<file path="src/design/postfix_stack_evaluator_defines.svh">
// ----------------------------------------------------------------------------
// postfix stack evaluator assertion macros
// concurrent assertion wrappers, empty when SYNTH is defined
// ----------------------------------------------------------------------------
`ifndef POSTFIX_STACK_EVALUATOR_DEFINES_SVH
`define POSTFIX_STACK_EVALUATOR_DEFINES_SVH

`ifndef SYNTH
`define PSE_ASSERT(label, clk, rst, prop, msg) \
   label: assert property (@(posedge clk) disable iff (rst) prop) else $error(msg);
`define PSE_ASSERT_ALWAYS(label, clk, prop, msg) \
   label: assert property (@(posedge clk) prop) else $error(msg);
`else
`define PSE_ASSERT(label, clk, rst, prop, msg)
`define PSE_ASSERT_ALWAYS(label, clk, prop, msg)
`endif

`endif

</file>
<file path="src/design/pse_pkg.sv">
// ----------------------------------------------------------------------------
// pse_pkg
// shared types and character codes of the postfix stack evaluator
// ----------------------------------------------------------------------------
package pse_pkg;

   localparam logic [7:0] CHAR_ZERO  = 8'h30;
   localparam logic [7:0] CHAR_NINE  = 8'h39;
   localparam logic [7:0] CHAR_PLUS  = 8'h2B;
   localparam logic [7:0] CHAR_MINUS = 8'h2D;
   localparam logic [7:0] CHAR_STAR  = 8'h2A;
   localparam logic [7:0] CHAR_SLASH = 8'h2F;
   localparam logic [7:0] CHAR_POWER = 8'h24;

   typedef enum logic [1:0] {
      CELL_HOLD,
      CELL_PUSH,
      CELL_POP
   } cell_op_type;

   typedef enum logic [2:0] {
      ALU_ADD,
      ALU_SUB,
      ALU_MUL,
      ALU_DIV,
      ALU_POW,
      ALU_BAD
   } alu_op_type;

   typedef enum logic [2:0] {
      S_IDLE,
      S_POP_B,
      S_POP_A,
      S_CALC,
      S_WAIT,
      S_PUSH,
      S_FINISH
   } state_type;

   typedef struct packed {
      logic       start;
      alu_op_type op;
      logic [7:0] a;
      logic [7:0] b;
   } alu_req_type;

   typedef struct packed {
      logic busy;
      logic done;
      logic div0;
      logic bad;
   } alu_status_type;

   typedef struct packed {
      logic div0;
      logic bad;
      logic over;
      logic under;
   } flags_type;

endpackage

</file>
<file path="src/design/pse_req_if.sv">
// ----------------------------------------------------------------------------
// pse_req_if
// input character channel, one symbol per transfer
// ----------------------------------------------------------------------------
interface pse_req_if;
   logic       valid;
   logic       ready;
   logic [7:0] symbol;
   logic       last;

   modport source (output valid, output symbol, output last, input ready);
   modport sink   (input valid, input symbol, input last, output ready);
endinterface

</file>
<file path="src/design/pse_rsp_if.sv">
// ----------------------------------------------------------------------------
// pse_rsp_if
// result channel, one value and sticky flags per transfer
// ----------------------------------------------------------------------------
interface pse_rsp_if;
   logic              valid;
   logic              ready;
   logic signed [7:0] value;
   logic              divide_by_zero;
   logic              bad_symbol;
   logic              stack_overflow;
   logic              stack_underflow;

   modport source (output valid, output value, output divide_by_zero, output bad_symbol,
                   output stack_overflow, output stack_underflow, input ready);
   modport sink   (input valid, input value, input divide_by_zero, input bad_symbol,
                   input stack_overflow, input stack_underflow, output ready);
endinterface

</file>
<file path="src/design/postfix_stack_evaluator.sv">
// digit: PUSH after the transfer, then ready again; operator: POP_B, POP_A, CALC,
// then WAIT on the bit-serial divider (8 steps) or power unit (7 steps), then PUSH
// last item adds S_FINISH to load the result register, held while the prior result waits
// stack is a chain of shifting cells, one per entry, shifted once per push or pop
// reset (synchronous, active high) empties the stack and clears sticky flags
// no clearing pass: the store is never read above the fill count
`include "postfix_stack_evaluator_defines.svh"

// ----------------------------------------------------------------------------
// postfix_stack_evaluator
// evaluates a postfix expression one character per transfer
// ----------------------------------------------------------------------------
module postfix_stack_evaluator #(
   parameter int STACK_DEPTH = 64
) (
   input  logic      clock,
   input  logic      reset,
   pse_req_if.sink   req_chan,
   pse_rsp_if.source rsp_chan
);

   localparam int SP_W = $clog2(STACK_DEPTH + 1);
   localparam logic [SP_W-1:0] SP_FULL = SP_W'(STACK_DEPTH);

   pse_pkg::state_type state_ff, state_in;
   logic [7:0]        sym_ff, sym_in;
   logic              last_ff, last_in;
   logic [7:0]        opnd_a_ff, opnd_a_in;
   logic [7:0]        opnd_b_ff, opnd_b_in;
   logic [7:0]        result_ff, result_in;
   logic [SP_W-1:0]   sp_ff, sp_in;
   pse_pkg::flags_type flags_ff, flags_in;
   logic              rsp_valid_ff, rsp_valid_in;
   logic [7:0]        rsp_value_ff, rsp_value_in;
   pse_pkg::flags_type rsp_flags_ff, rsp_flags_in;

   pse_pkg::cell_op_type    cell_op;
   pse_pkg::alu_req_type    alu_req;
   pse_pkg::alu_status_type alu_status;
   pse_pkg::alu_op_type     alu_op;
   logic [7:0]              alu_result;
   logic [7:0]              cell_data [STACK_DEPTH];
   logic [7:0]              top_value;
   logic                    empty;
   logic                    full;
   logic                    req_xfer;
   logic                    is_digit;
   logic                    finish_go;

   assign empty     = (sp_ff == '0);
   assign full      = (sp_ff >= SP_FULL);
   assign top_value = empty ? 8'h00 : cell_data[0];
   assign req_xfer  = req_chan.valid && req_chan.ready;
   assign is_digit  = req_chan.symbol inside {[pse_pkg::CHAR_ZERO:pse_pkg::CHAR_NINE]};
   assign finish_go = !rsp_valid_ff || rsp_chan.ready;

   always_comb begin
      case (sym_ff)
         pse_pkg::CHAR_PLUS:  alu_op = pse_pkg::ALU_ADD;
         pse_pkg::CHAR_MINUS: alu_op = pse_pkg::ALU_SUB;
         pse_pkg::CHAR_STAR:  alu_op = pse_pkg::ALU_MUL;
         pse_pkg::CHAR_SLASH: alu_op = pse_pkg::ALU_DIV;
         pse_pkg::CHAR_POWER: alu_op = pse_pkg::ALU_POW;
         default:             alu_op = pse_pkg::ALU_BAD;
      endcase
   end

   // stack cells
   genvar gi;
   generate
      for (gi = 0; gi < STACK_DEPTH; gi++) begin : g_cell
         logic [7:0] left_data;
         logic [7:0] right_data;
         if (gi == 0) begin : g_head
            assign left_data = result_ff;
         end else begin : g_body
            assign left_data = cell_data[gi-1];
         end
         if (gi == STACK_DEPTH - 1) begin : g_tail
            assign right_data = 8'h00;
         end else begin : g_next
            assign right_data = cell_data[gi+1];
         end
         pse_stack_cell u_cell (
            .clock      (clock),
            .op         (cell_op),
            .left_data  (left_data),
            .right_data (right_data),
            .data       (cell_data[gi])
         );
      end
   endgenerate

   pse_alu u_alu (
      .clock  (clock),
      .reset  (reset),
      .req    (alu_req),
      .status (alu_status),
      .result (alu_result)
   );

   // next state
   always_comb begin
      state_in = state_ff;
      case (state_ff)
         pse_pkg::S_IDLE: begin
            if (req_xfer) begin
               state_in = is_digit ? pse_pkg::S_PUSH : pse_pkg::S_POP_B;
            end
         end
         pse_pkg::S_POP_B: state_in = pse_pkg::S_POP_A;
         pse_pkg::S_POP_A: state_in = pse_pkg::S_CALC;
         pse_pkg::S_CALC:  state_in = pse_pkg::S_WAIT;
         pse_pkg::S_WAIT: begin
            if (alu_status.done) begin
               state_in = pse_pkg::S_PUSH;
            end
         end
         pse_pkg::S_PUSH: state_in = last_ff ? pse_pkg::S_FINISH : pse_pkg::S_IDLE;
         pse_pkg::S_FINISH: begin
            if (finish_go) begin
               state_in = pse_pkg::S_IDLE;
            end
         end
         default: state_in = pse_pkg::S_IDLE;
      endcase
   end

   // outputs and datapath
   always_comb begin
      sym_in        = sym_ff;
      last_in       = last_ff;
      opnd_a_in     = opnd_a_ff;
      opnd_b_in     = opnd_b_ff;
      result_in     = result_ff;
      sp_in         = sp_ff;
      flags_in      = flags_ff;
      rsp_value_in  = rsp_value_ff;
      rsp_flags_in  = rsp_flags_ff;
      rsp_valid_in  = rsp_valid_ff && !rsp_chan.ready;
      cell_op       = pse_pkg::CELL_HOLD;
      alu_req.start = 1'b0;
      alu_req.op    = alu_op;
      alu_req.a     = opnd_a_ff;
      alu_req.b     = opnd_b_ff;
      req_chan.ready = 1'b0;
      case (state_ff)
         pse_pkg::S_IDLE: begin
            req_chan.ready = 1'b1;
            if (req_chan.valid) begin
               sym_in    = req_chan.symbol;
               last_in   = req_chan.last;
               result_in = req_chan.symbol - pse_pkg::CHAR_ZERO;
            end
         end
         pse_pkg::S_POP_B: begin
            opnd_b_in = top_value;
            if (empty) begin
               flags_in.under = 1'b1;
            end else begin
               cell_op = pse_pkg::CELL_POP;
               sp_in   = sp_ff - SP_W'(1);
            end
         end
         pse_pkg::S_POP_A: begin
            opnd_a_in = top_value;
            if (empty) begin
               flags_in.under = 1'b1;
            end else begin
               cell_op = pse_pkg::CELL_POP;
               sp_in   = sp_ff - SP_W'(1);
            end
         end
         pse_pkg::S_CALC: begin
            alu_req.start = 1'b1;
         end
         pse_pkg::S_WAIT: begin
            if (alu_status.done) begin
               result_in     = alu_result;
               flags_in.div0 = flags_ff.div0 | alu_status.div0;
               flags_in.bad  = flags_ff.bad | alu_status.bad;
            end
         end
         pse_pkg::S_PUSH: begin
            if (full) begin
               flags_in.over = 1'b1;
            end else begin
               cell_op = pse_pkg::CELL_PUSH;
               sp_in   = sp_ff + SP_W'(1);
            end
         end
         pse_pkg::S_FINISH: begin
            if (finish_go) begin
               rsp_valid_in       = 1'b1;
               rsp_value_in       = top_value;
               rsp_flags_in       = flags_ff;
               rsp_flags_in.under = flags_ff.under | empty;
               sp_in              = '0;
               flags_in           = '0;
            end
         end
         default: begin
         end
      endcase
   end

   always_ff @(posedge clock) begin
      if (reset) begin
         state_ff     <= pse_pkg::S_IDLE;
         sp_ff        <= '0;
         flags_ff     <= '0;
         rsp_valid_ff <= 1'b0;
      end else begin
         state_ff     <= state_in;
         sp_ff        <= sp_in;
         flags_ff     <= flags_in;
         rsp_valid_ff <= rsp_valid_in;
      end
      sym_ff       <= sym_in;
      last_ff      <= last_in;
      opnd_a_ff    <= opnd_a_in;
      opnd_b_ff    <= opnd_b_in;
      result_ff    <= result_in;
      rsp_value_ff <= rsp_value_in;
      rsp_flags_ff <= rsp_flags_in;
   end

   assign rsp_chan.valid           = rsp_valid_ff;
   assign rsp_chan.value           = rsp_value_ff;
   assign rsp_chan.divide_by_zero  = rsp_flags_ff.div0;
   assign rsp_chan.bad_symbol      = rsp_flags_ff.bad;
   assign rsp_chan.stack_overflow  = rsp_flags_ff.over;
   assign rsp_chan.stack_underflow = rsp_flags_ff.under;

   `PSE_ASSERT(a_sp_bound, clock, reset, sp_ff <= SP_FULL, "fill count above stack depth")
   `PSE_ASSERT(a_push_room, clock, reset,
      (cell_op == pse_pkg::CELL_PUSH) |-> !full, "push into full stack")
   `PSE_ASSERT(a_pop_data, clock, reset,
      (cell_op == pse_pkg::CELL_POP) |-> !empty, "pop from empty stack")
   `PSE_ASSERT(a_alu_idle, clock, reset,
      alu_req.start |-> !alu_status.busy, "operator unit started while busy")
   `PSE_ASSERT(a_finish_clear, clock, reset,
      (state_ff == pse_pkg::S_FINISH && finish_go) |=>
      (sp_ff == '0 && flags_ff == '0 && rsp_valid_ff), "stack not emptied after result")

endmodule

</file>
<file path="src/design/pse_stack_cell.sv">
// ----------------------------------------------------------------------------
// pse_stack_cell
// one entry of the shifting stack, takes its left or right neighbor
// ----------------------------------------------------------------------------
module pse_stack_cell (
   input  logic                 clock,
   input  pse_pkg::cell_op_type op,
   input  logic [7:0]           left_data,
   input  logic [7:0]           right_data,
   output logic [7:0]           data
);

   logic [7:0] data_ff;
   logic [7:0] data_in;

   always_comb begin
      case (op)
         pse_pkg::CELL_PUSH: data_in = left_data;
         pse_pkg::CELL_POP:  data_in = right_data;
         default:            data_in = data_ff;
      endcase
   end

   always_ff @(posedge clock) begin
      data_ff <= data_in;
   end

   assign data = data_ff;

endmodule

</file>
<file path="src/design/pse_alu.sv">
// ----------------------------------------------------------------------------
// pse_alu
// operator unit, one-step add/sub/mul, bit-serial divide and power
// ----------------------------------------------------------------------------
module pse_alu (
   input  logic                    clock,
   input  logic                    reset,
   input  pse_pkg::alu_req_type    req,
   output pse_pkg::alu_status_type status,
   output logic [7:0]              result
);

   pse_pkg::alu_op_type op_ff, op_in;
   logic [7:0]  acc_ff, acc_in;
   logic [7:0]  base_ff, base_in;
   logic [7:0]  quo_ff, quo_in;
   logic [7:0]  rem_ff, rem_in;
   logic        neg_ff, neg_in;
   logic [2:0]  count_ff, count_in;
   logic        busy_ff, busy_in;
   logic        done_ff, done_in;
   logic        div0_ff, div0_in;
   logic        bad_ff, bad_in;

   logic [15:0] sum_prod;
   logic [15:0] acc_prod;
   logic [15:0] sq_prod;
   logic [8:0]  rem_shift;
   logic [7:0]  abs_a;
   logic [7:0]  abs_b;
   logic [7:0]  div_res;

   assign sum_prod  = {8'h00, req.a} * {8'h00, req.b};
   assign acc_prod  = {8'h00, acc_ff} * {8'h00, base_ff};
   assign sq_prod   = {8'h00, base_ff} * {8'h00, base_ff};
   assign rem_shift = {rem_ff, quo_ff[7]};
   assign abs_a     = req.a[7] ? (8'h00 - req.a) : req.a;
   assign abs_b     = req.b[7] ? (8'h00 - req.b) : req.b;
   assign div_res   = neg_ff ? (8'h00 - quo_ff) : quo_ff;

   always_comb begin
      op_in    = op_ff;
      acc_in   = acc_ff;
      base_in  = base_ff;
      quo_in   = quo_ff;
      rem_in   = rem_ff;
      neg_in   = neg_ff;
      count_in = count_ff;
      busy_in  = busy_ff;
      done_in  = 1'b0;
      div0_in  = div0_ff;
      bad_in   = bad_ff;
      if (req.start) begin
         op_in   = req.op;
         div0_in = 1'b0;
         bad_in  = 1'b0;
         done_in = 1'b1;
         case (req.op)
            pse_pkg::ALU_ADD: acc_in = req.a + req.b;
            pse_pkg::ALU_SUB: acc_in = req.a - req.b;
            pse_pkg::ALU_MUL: acc_in = sum_prod[7:0];
            pse_pkg::ALU_DIV: begin
               if (req.b == 8'h00) begin
                  acc_in  = 8'h00;
                  div0_in = 1'b1;
               end else begin
                  quo_in   = abs_a;
                  base_in  = abs_b;
                  rem_in   = 8'h00;
                  neg_in   = req.a[7] ^ req.b[7];
                  count_in = 3'd7;
                  busy_in  = 1'b1;
                  done_in  = 1'b0;
               end
            end
            pse_pkg::ALU_POW: begin
               if (req.b[7]) begin
                  if (req.a == 8'h01) begin
                     acc_in = 8'h01;
                  end else if (req.a == 8'hFF) begin
                     acc_in = req.b[0] ? 8'hFF : 8'h01;
                  end else begin
                     acc_in = 8'h00;
                  end
               end else begin
                  acc_in   = 8'h01;
                  base_in  = req.a;
                  quo_in   = req.b;
                  count_in = 3'd6;
                  busy_in  = 1'b1;
                  done_in  = 1'b0;
               end
            end
            default: begin
               acc_in = 8'h00;
               bad_in = 1'b1;
            end
         endcase
      end else if (busy_ff) begin
         if (op_ff == pse_pkg::ALU_DIV) begin
            if (rem_shift >= {1'b0, base_ff}) begin
               rem_in = 8'(rem_shift - {1'b0, base_ff});
               quo_in = {quo_ff[6:0], 1'b1};
            end else begin
               rem_in = rem_shift[7:0];
               quo_in = {quo_ff[6:0], 1'b0};
            end
         end else begin
            if (quo_ff[0]) begin
               acc_in = acc_prod[7:0];
            end
            base_in = sq_prod[7:0];
            quo_in  = {1'b0, quo_ff[7:1]};
         end
         if (count_ff == 3'd0) begin
            busy_in = 1'b0;
            done_in = 1'b1;
         end else begin
            count_in = count_ff - 3'd1;
         end
      end
   end

   always_ff @(posedge clock) begin
      if (reset) begin
         busy_ff <= 1'b0;
         done_ff <= 1'b0;
      end else begin
         busy_ff <= busy_in;
         done_ff <= done_in;
      end
      op_ff    <= op_in;
      acc_ff   <= acc_in;
      base_ff  <= base_in;
      quo_ff   <= quo_in;
      rem_ff   <= rem_in;
      neg_ff   <= neg_in;
      count_ff <= count_in;
      div0_ff  <= div0_in;
      bad_ff   <= bad_in;
   end

   assign result = (op_ff == pse_pkg::ALU_DIV && !div0_ff) ? div_res : acc_ff;

   always_comb begin
      status.busy = busy_ff;
      status.done = done_ff;
      status.div0 = div0_ff;
      status.bad  = bad_ff;
   end

endmodule

</file>
<file path="src/flat_wrapper.sv">
// flat-port wrapper written by rule: the top's interface ports become plain ports
module postfix_stack_evaluator_flat 
#(
   parameter int STACK_DEPTH = 64
)
  (clock, reset, req_chan_valid, req_chan_symbol, req_chan_last, req_chan_ready, rsp_chan_valid, rsp_chan_value, rsp_chan_divide_by_zero, rsp_chan_bad_symbol, rsp_chan_stack_overflow, rsp_chan_stack_underflow, rsp_chan_ready);
  pse_req_if req_chan_i ();
  pse_rsp_if rsp_chan_i ();
  input  logic clock;
  input  logic reset;
  input wire logic [$bits(req_chan_i.valid)-1:0] req_chan_valid;
  input wire logic [$bits(req_chan_i.symbol)-1:0] req_chan_symbol;
  input wire logic [$bits(req_chan_i.last)-1:0] req_chan_last;
  output wire logic [$bits(req_chan_i.ready)-1:0] req_chan_ready;
  output wire logic [$bits(rsp_chan_i.valid)-1:0] rsp_chan_valid;
  output wire logic [$bits(rsp_chan_i.value)-1:0] rsp_chan_value;
  output wire logic [$bits(rsp_chan_i.divide_by_zero)-1:0] rsp_chan_divide_by_zero;
  output wire logic [$bits(rsp_chan_i.bad_symbol)-1:0] rsp_chan_bad_symbol;
  output wire logic [$bits(rsp_chan_i.stack_overflow)-1:0] rsp_chan_stack_overflow;
  output wire logic [$bits(rsp_chan_i.stack_underflow)-1:0] rsp_chan_stack_underflow;
  input wire logic [$bits(rsp_chan_i.ready)-1:0] rsp_chan_ready;
  assign req_chan_i.valid = req_chan_valid;
  assign req_chan_i.symbol = req_chan_symbol;
  assign req_chan_i.last = req_chan_last;
  assign req_chan_ready = req_chan_i.ready;
  assign rsp_chan_valid = rsp_chan_i.valid;
  assign rsp_chan_value = rsp_chan_i.value;
  assign rsp_chan_divide_by_zero = rsp_chan_i.divide_by_zero;
  assign rsp_chan_bad_symbol = rsp_chan_i.bad_symbol;
  assign rsp_chan_stack_overflow = rsp_chan_i.stack_overflow;
  assign rsp_chan_stack_underflow = rsp_chan_i.stack_underflow;
  assign rsp_chan_i.ready = rsp_chan_ready;
  postfix_stack_evaluator #(.STACK_DEPTH(STACK_DEPTH)) u_core (.clock(clock), .reset(reset), .req_chan(req_chan_i), .rsp_chan(rsp_chan_i));
endmodule
</file>
<file path="config.mk">
export PLATFORM = sky130hd
export DESIGN_NAME = postfix_stack_evaluator_flat
export DESIGN_NICKNAME = d
export VERILOG_FILES = /design/src/design/pse_pkg.sv /design/src/design/pse_req_if.sv /design/src/design/pse_rsp_if.sv /design/src/design/postfix_stack_evaluator.sv /design/src/design/pse_stack_cell.sv /design/src/design/pse_alu.sv /design/src/flat_wrapper.sv
export VERILOG_INCLUDE_DIRS = /design/src /design/src/design
export SDC_FILE = /design/constraint.sdc
export NUM_CORES = 1
export LEC_CHECK = 0
export BUFFER_PORTS_ARGS = -buffer_cell sky130_fd_sc_hd__buf_2
export CAP_MARGIN = 20
export CORE_ASPECT_RATIO = 1.75
export CORE_MARGIN = 3
export CORE_UTILIZATION = 60
export DETAILED_ROUTE_END_ITERATION = 10
export GPL_ROUTABILITY_DRIVEN = 0
export PLACE_DENSITY_LB_ADDON = 0.2
export SLEW_MARGIN = 15
export SYNTH_ARGS = -nofsm -noshare
export SYNTH_HDL_FRONTEND = slang
export SYNTH_HIERARCHICAL = 1
export SYNTH_SLANG_ARGS = --single-unit
</file>
<file path="constraint.sdc">
create_clock -name clock -period 6.5 [get_ports clock]
set_input_delay 0.65 -clock clock [delete_from_list [all_inputs] [get_ports clock]]
set_output_delay 0.65 -clock clock [all_outputs]
set_load 0.02 [all_outputs]
</file>
==> reports/results.tsv <==
stage	metric	value	unit
timing	unrepaired setup endpoints after global routing	false	
placement	area of placed instances	33700	um2
critical_path	Critical R2R Launch	u_core/opnd_a_ff[1]	
critical_path	family with the most delay on the worst path	adder cells	
timing	period utilisation layout	65.2	%
logic_synthesis	Mapped Cells	2164	
layout	ant diodes	0	
placement	I/O Buffers	26	
clock_tree	post-CTS sizing	0	
timing	worst-margin pin slew	1.05	ns
min_path	hold_sp	req_chan_last	
logic_synthesis	Synth Cell Area	33600	um2
layout	synthesis-to-layout area growth	5.84	%
die	Die ar.	58900	um2
clock_tree	clock root cell	clkbuf_16	
die	core box area	55300	um2
layout	fin area	35500	um2
min_path	worst hold path class	primary input to register	
critical_path	critical path launch point type	register	
timing	Worst slew margin	29.9	%
clock_tree	number of buffers created by CTS	55	
critical_path	crit path max-delay cell type	edfxtp_1	
global_route	global-route wire length before repair	104	mm
timing	Final Hold Fails	0	
detailed_routing	ANT nets after route	0	
logic_synthesis	Mean Syn Cell Area	15.5	um2
detailed_routing	# DRC	0	
timing	setup TNS	0	ns
critical_path	worst reg2reg path depth	14	
critical_path	CP bufs+invs	3	
die	Cell Rows	114	
global_route	Tot GR Track Use	22.8	%
global_route	initial antenna violation count	0	
clock_tree	clock-pin slew of the registers on the worst-case setup and hold paths	0.07	ns
critical_path	worst path required time	6.83	ns
global_route	vias in the first global route	18521	
clock_tree	H-tree levels	2	
power_and_ir_drop	worst vdd ir	0.000465	V
critical_path	Max stage delay on crit path	0.60	ns
timing	Max Freq	236	MHz
layout	share of cells above drive strength 1	29.5	%
global_route	gr ovfl total	0	
timing	max-slew violation count	0	
clock_tree	clock sink count	615	
clock_tree	post-cts hold buffer count	0	
min_path	Worst Hold Endpoint	u_core/last_ff	
critical_path	CP dominant cell by count	fa_1	
power_and_ir_drop	PwrDens	569	nW/um2
critical_path	CP cell instances	nand2_1 > fa_1 > fa_1 > inv_1 > fa_1 > inv_1 > fa_1 > inv_1 > ha_1 > a21oi_1 > xnor2_1 > xnor2_1 > a221oi_2 > o22ai_1	
power_and_ir_drop	P_leak	0.0140	uW
critical_path	r2r endpoint	u_core/u_alu/acc_ff[7]	
die	num ports	27	
detailed_routing	drt wl/cell	23.1	um
logic_synthesis	yosys warns	6	
critical_path	CP Max Fanout	11	
die	Die W	185	um
detailed_routing	Starting DRT DRC Count	968	
layout	# fillers	3933	
timing	Setup Viol. Count Final	0	
critical_path	CP arrival	4.57	ns
timing	Tmin final	4.24	ns
layout	Nets	2344	
clock_tree	insertion delay to the later sink of the worst-skew pair	0.62	ns
die	initial core utilization	60.6	%
clock_tree	CTS tree	built	
clock_tree	clk buf depth	3	
detailed_routing	Initial DRT Pass Iterations	6	
detailed_routing	vias	16670	
global_route	largest net degree at the start of global routing	65	
clock_tree	Setup Fix Bufs, Post-CTS	0	
detailed_routing	detail-routed via count per cell	5.76	
die	Die Span Y	319	um
detailed_routing	Routed WL	66.7	mm
placement	DP HPWL	48.7	mm
critical_path	Reg2Reg Setup Slack	2.26	ns
status	outcome	complete, no violations	
run	maxcap violations	0	
min_path	hold path cells	1	
timing	Max Clock Skew	0.0215	ns
critical_path	WS Path Type	register to register	
critical_path	CP endpoint kind	register	
-- cell usage in the layout (no fill, tap or decap), drive strengths merged, types with 5 or more instances in the layout --
cell type and count:
bufinv 6, mux2i 8, xor2 32, nor2 64
xnor2 45, clkinv 23, a21oi 42, buf 33
o22ai 8, nand4 5, nand2 79, conb 8
ha 140, nand3b 6, and2 51, dfxtp 17
a221oi 7, nand2b 15, o31ai 7, a21o 9
mux2 524, nor3 11, o211ai 10, o21ai 33
a31oi 7, edfxtp 598, or3 9, nor2b 14
and3 5, clkbuf 65, nand3 7, fa 36
inv 219
-- layout make-up --
| class | count | area [um2] | share of cell area [%] |
|---|---|---|---|
| flip-flops and latches | 615 | 18300 | 51.5 |
| clock buffers | 65 | 1410 | 3.98 |
| well taps | 696 | 871 | 2.45 |
| inverters | 216 | 811 | 2.28 |
| multi-input cells | 1234 | 13600 | 38.2 |
| repair buffers | 33 | 203 | 0.571 |
| clock inverters | 36 | 352 | 0.990 |
-- power breakdown --
| group | leakage, uW | switching (uW) | total, uW | internal, uW |
|---|---|---|---|---|
| combinational | 0.00747 | 3910 | 8660 | 4750 |
| clock | 0.000853 | 1460 | 3260 | 1800 |
| sequential | 0.00565 | 1180 | 8300 | 7130 |
-- how the worst max path moves through the flow --
stage | start | cells after the start | slack, ns | end
after floorplan | u_core/state_ff[2] | 6 | 0.86 | u_core/g_cell[0].u_cell/data[0]
after global placement | u_core/opnd_a_ff[1] | 14 | 2.23 | u_core/u_alu/acc_ff[7]
after detailed placement | u_core/opnd_a_ff[1] | 14 | 2.27 | u_core/u_alu/acc_ff[7]
after CTS | u_core/opnd_a_ff[1] | 14 | 2.26 | u_core/u_alu/acc_ff[7]
after global routing | u_core/opnd_a_ff[1] | 14 | 1.94 | u_core/u_alu/acc_ff[7]
final | u_core/opnd_a_ff[1] | 14 | 2.26 | u_core/u_alu/acc_ff[7]
-- sequential cells by signal (all words and copies together) (netlist names), 3 cells and up --
name and flops:
u_core/flags_ff 4, u_core/g_cell.left_data 8, u_core/g_cell.u_cell/data 512, u_core/opnd_a_ff 8
u_core/opnd_b_ff 8, u_core/rsp_chan.value 8, u_core/sp_ff 7, u_core/state_ff 3
u_core/sym_ff 8, u_core/u_alu/acc_ff 8, u_core/u_alu/base_ff 8, u_core/u_alu/count_ff 3
u_core/u_alu/op_ff 3, u_core/u_alu/quo_ff 8, u_core/u_alu/rem_ff 8
-- through the flow --
| stage | hold slack [ns] | total power [uW] | std cells | utilization, % | worst slack (ns) |
|---|---|---|---|---|---|
| final | 0.196 | 20200 | 2895 | 64.2 | 2.26 |
| after global routing | 0.165 | 21300 | 2895 | 64.2 | 1.94 |
| after CTS | 0.154 | 20400 | 2894 | 64.1 | 2.26 |
| after detailed placement | 0.433 | 17000 | 2793 | 60.9 | 2.27 |
| after global placement | 0.441 | 16700 | 2793 | 60.9 | 2.23 |
| after floorplan | 0.409 | 15400 | 2171 | - | 0.863 |
-- per-layer routing --
| layer | vias to the layer above | global-route usage [%] | routed length (um) |
|---|---|---|---|
| met3 | 132 | 2.88 | 1510 |
| li1 | 7818 | - | - |
| met1 | 8464 | 24.4 | 24800 |
| met4 | 0 | 7.39 | 2270 |
| met2 | 256 | 45.1 | 38200 |
| met5 | - | 0 | 0 |
No activity file was read; power rests on OpenSTA's default activity.
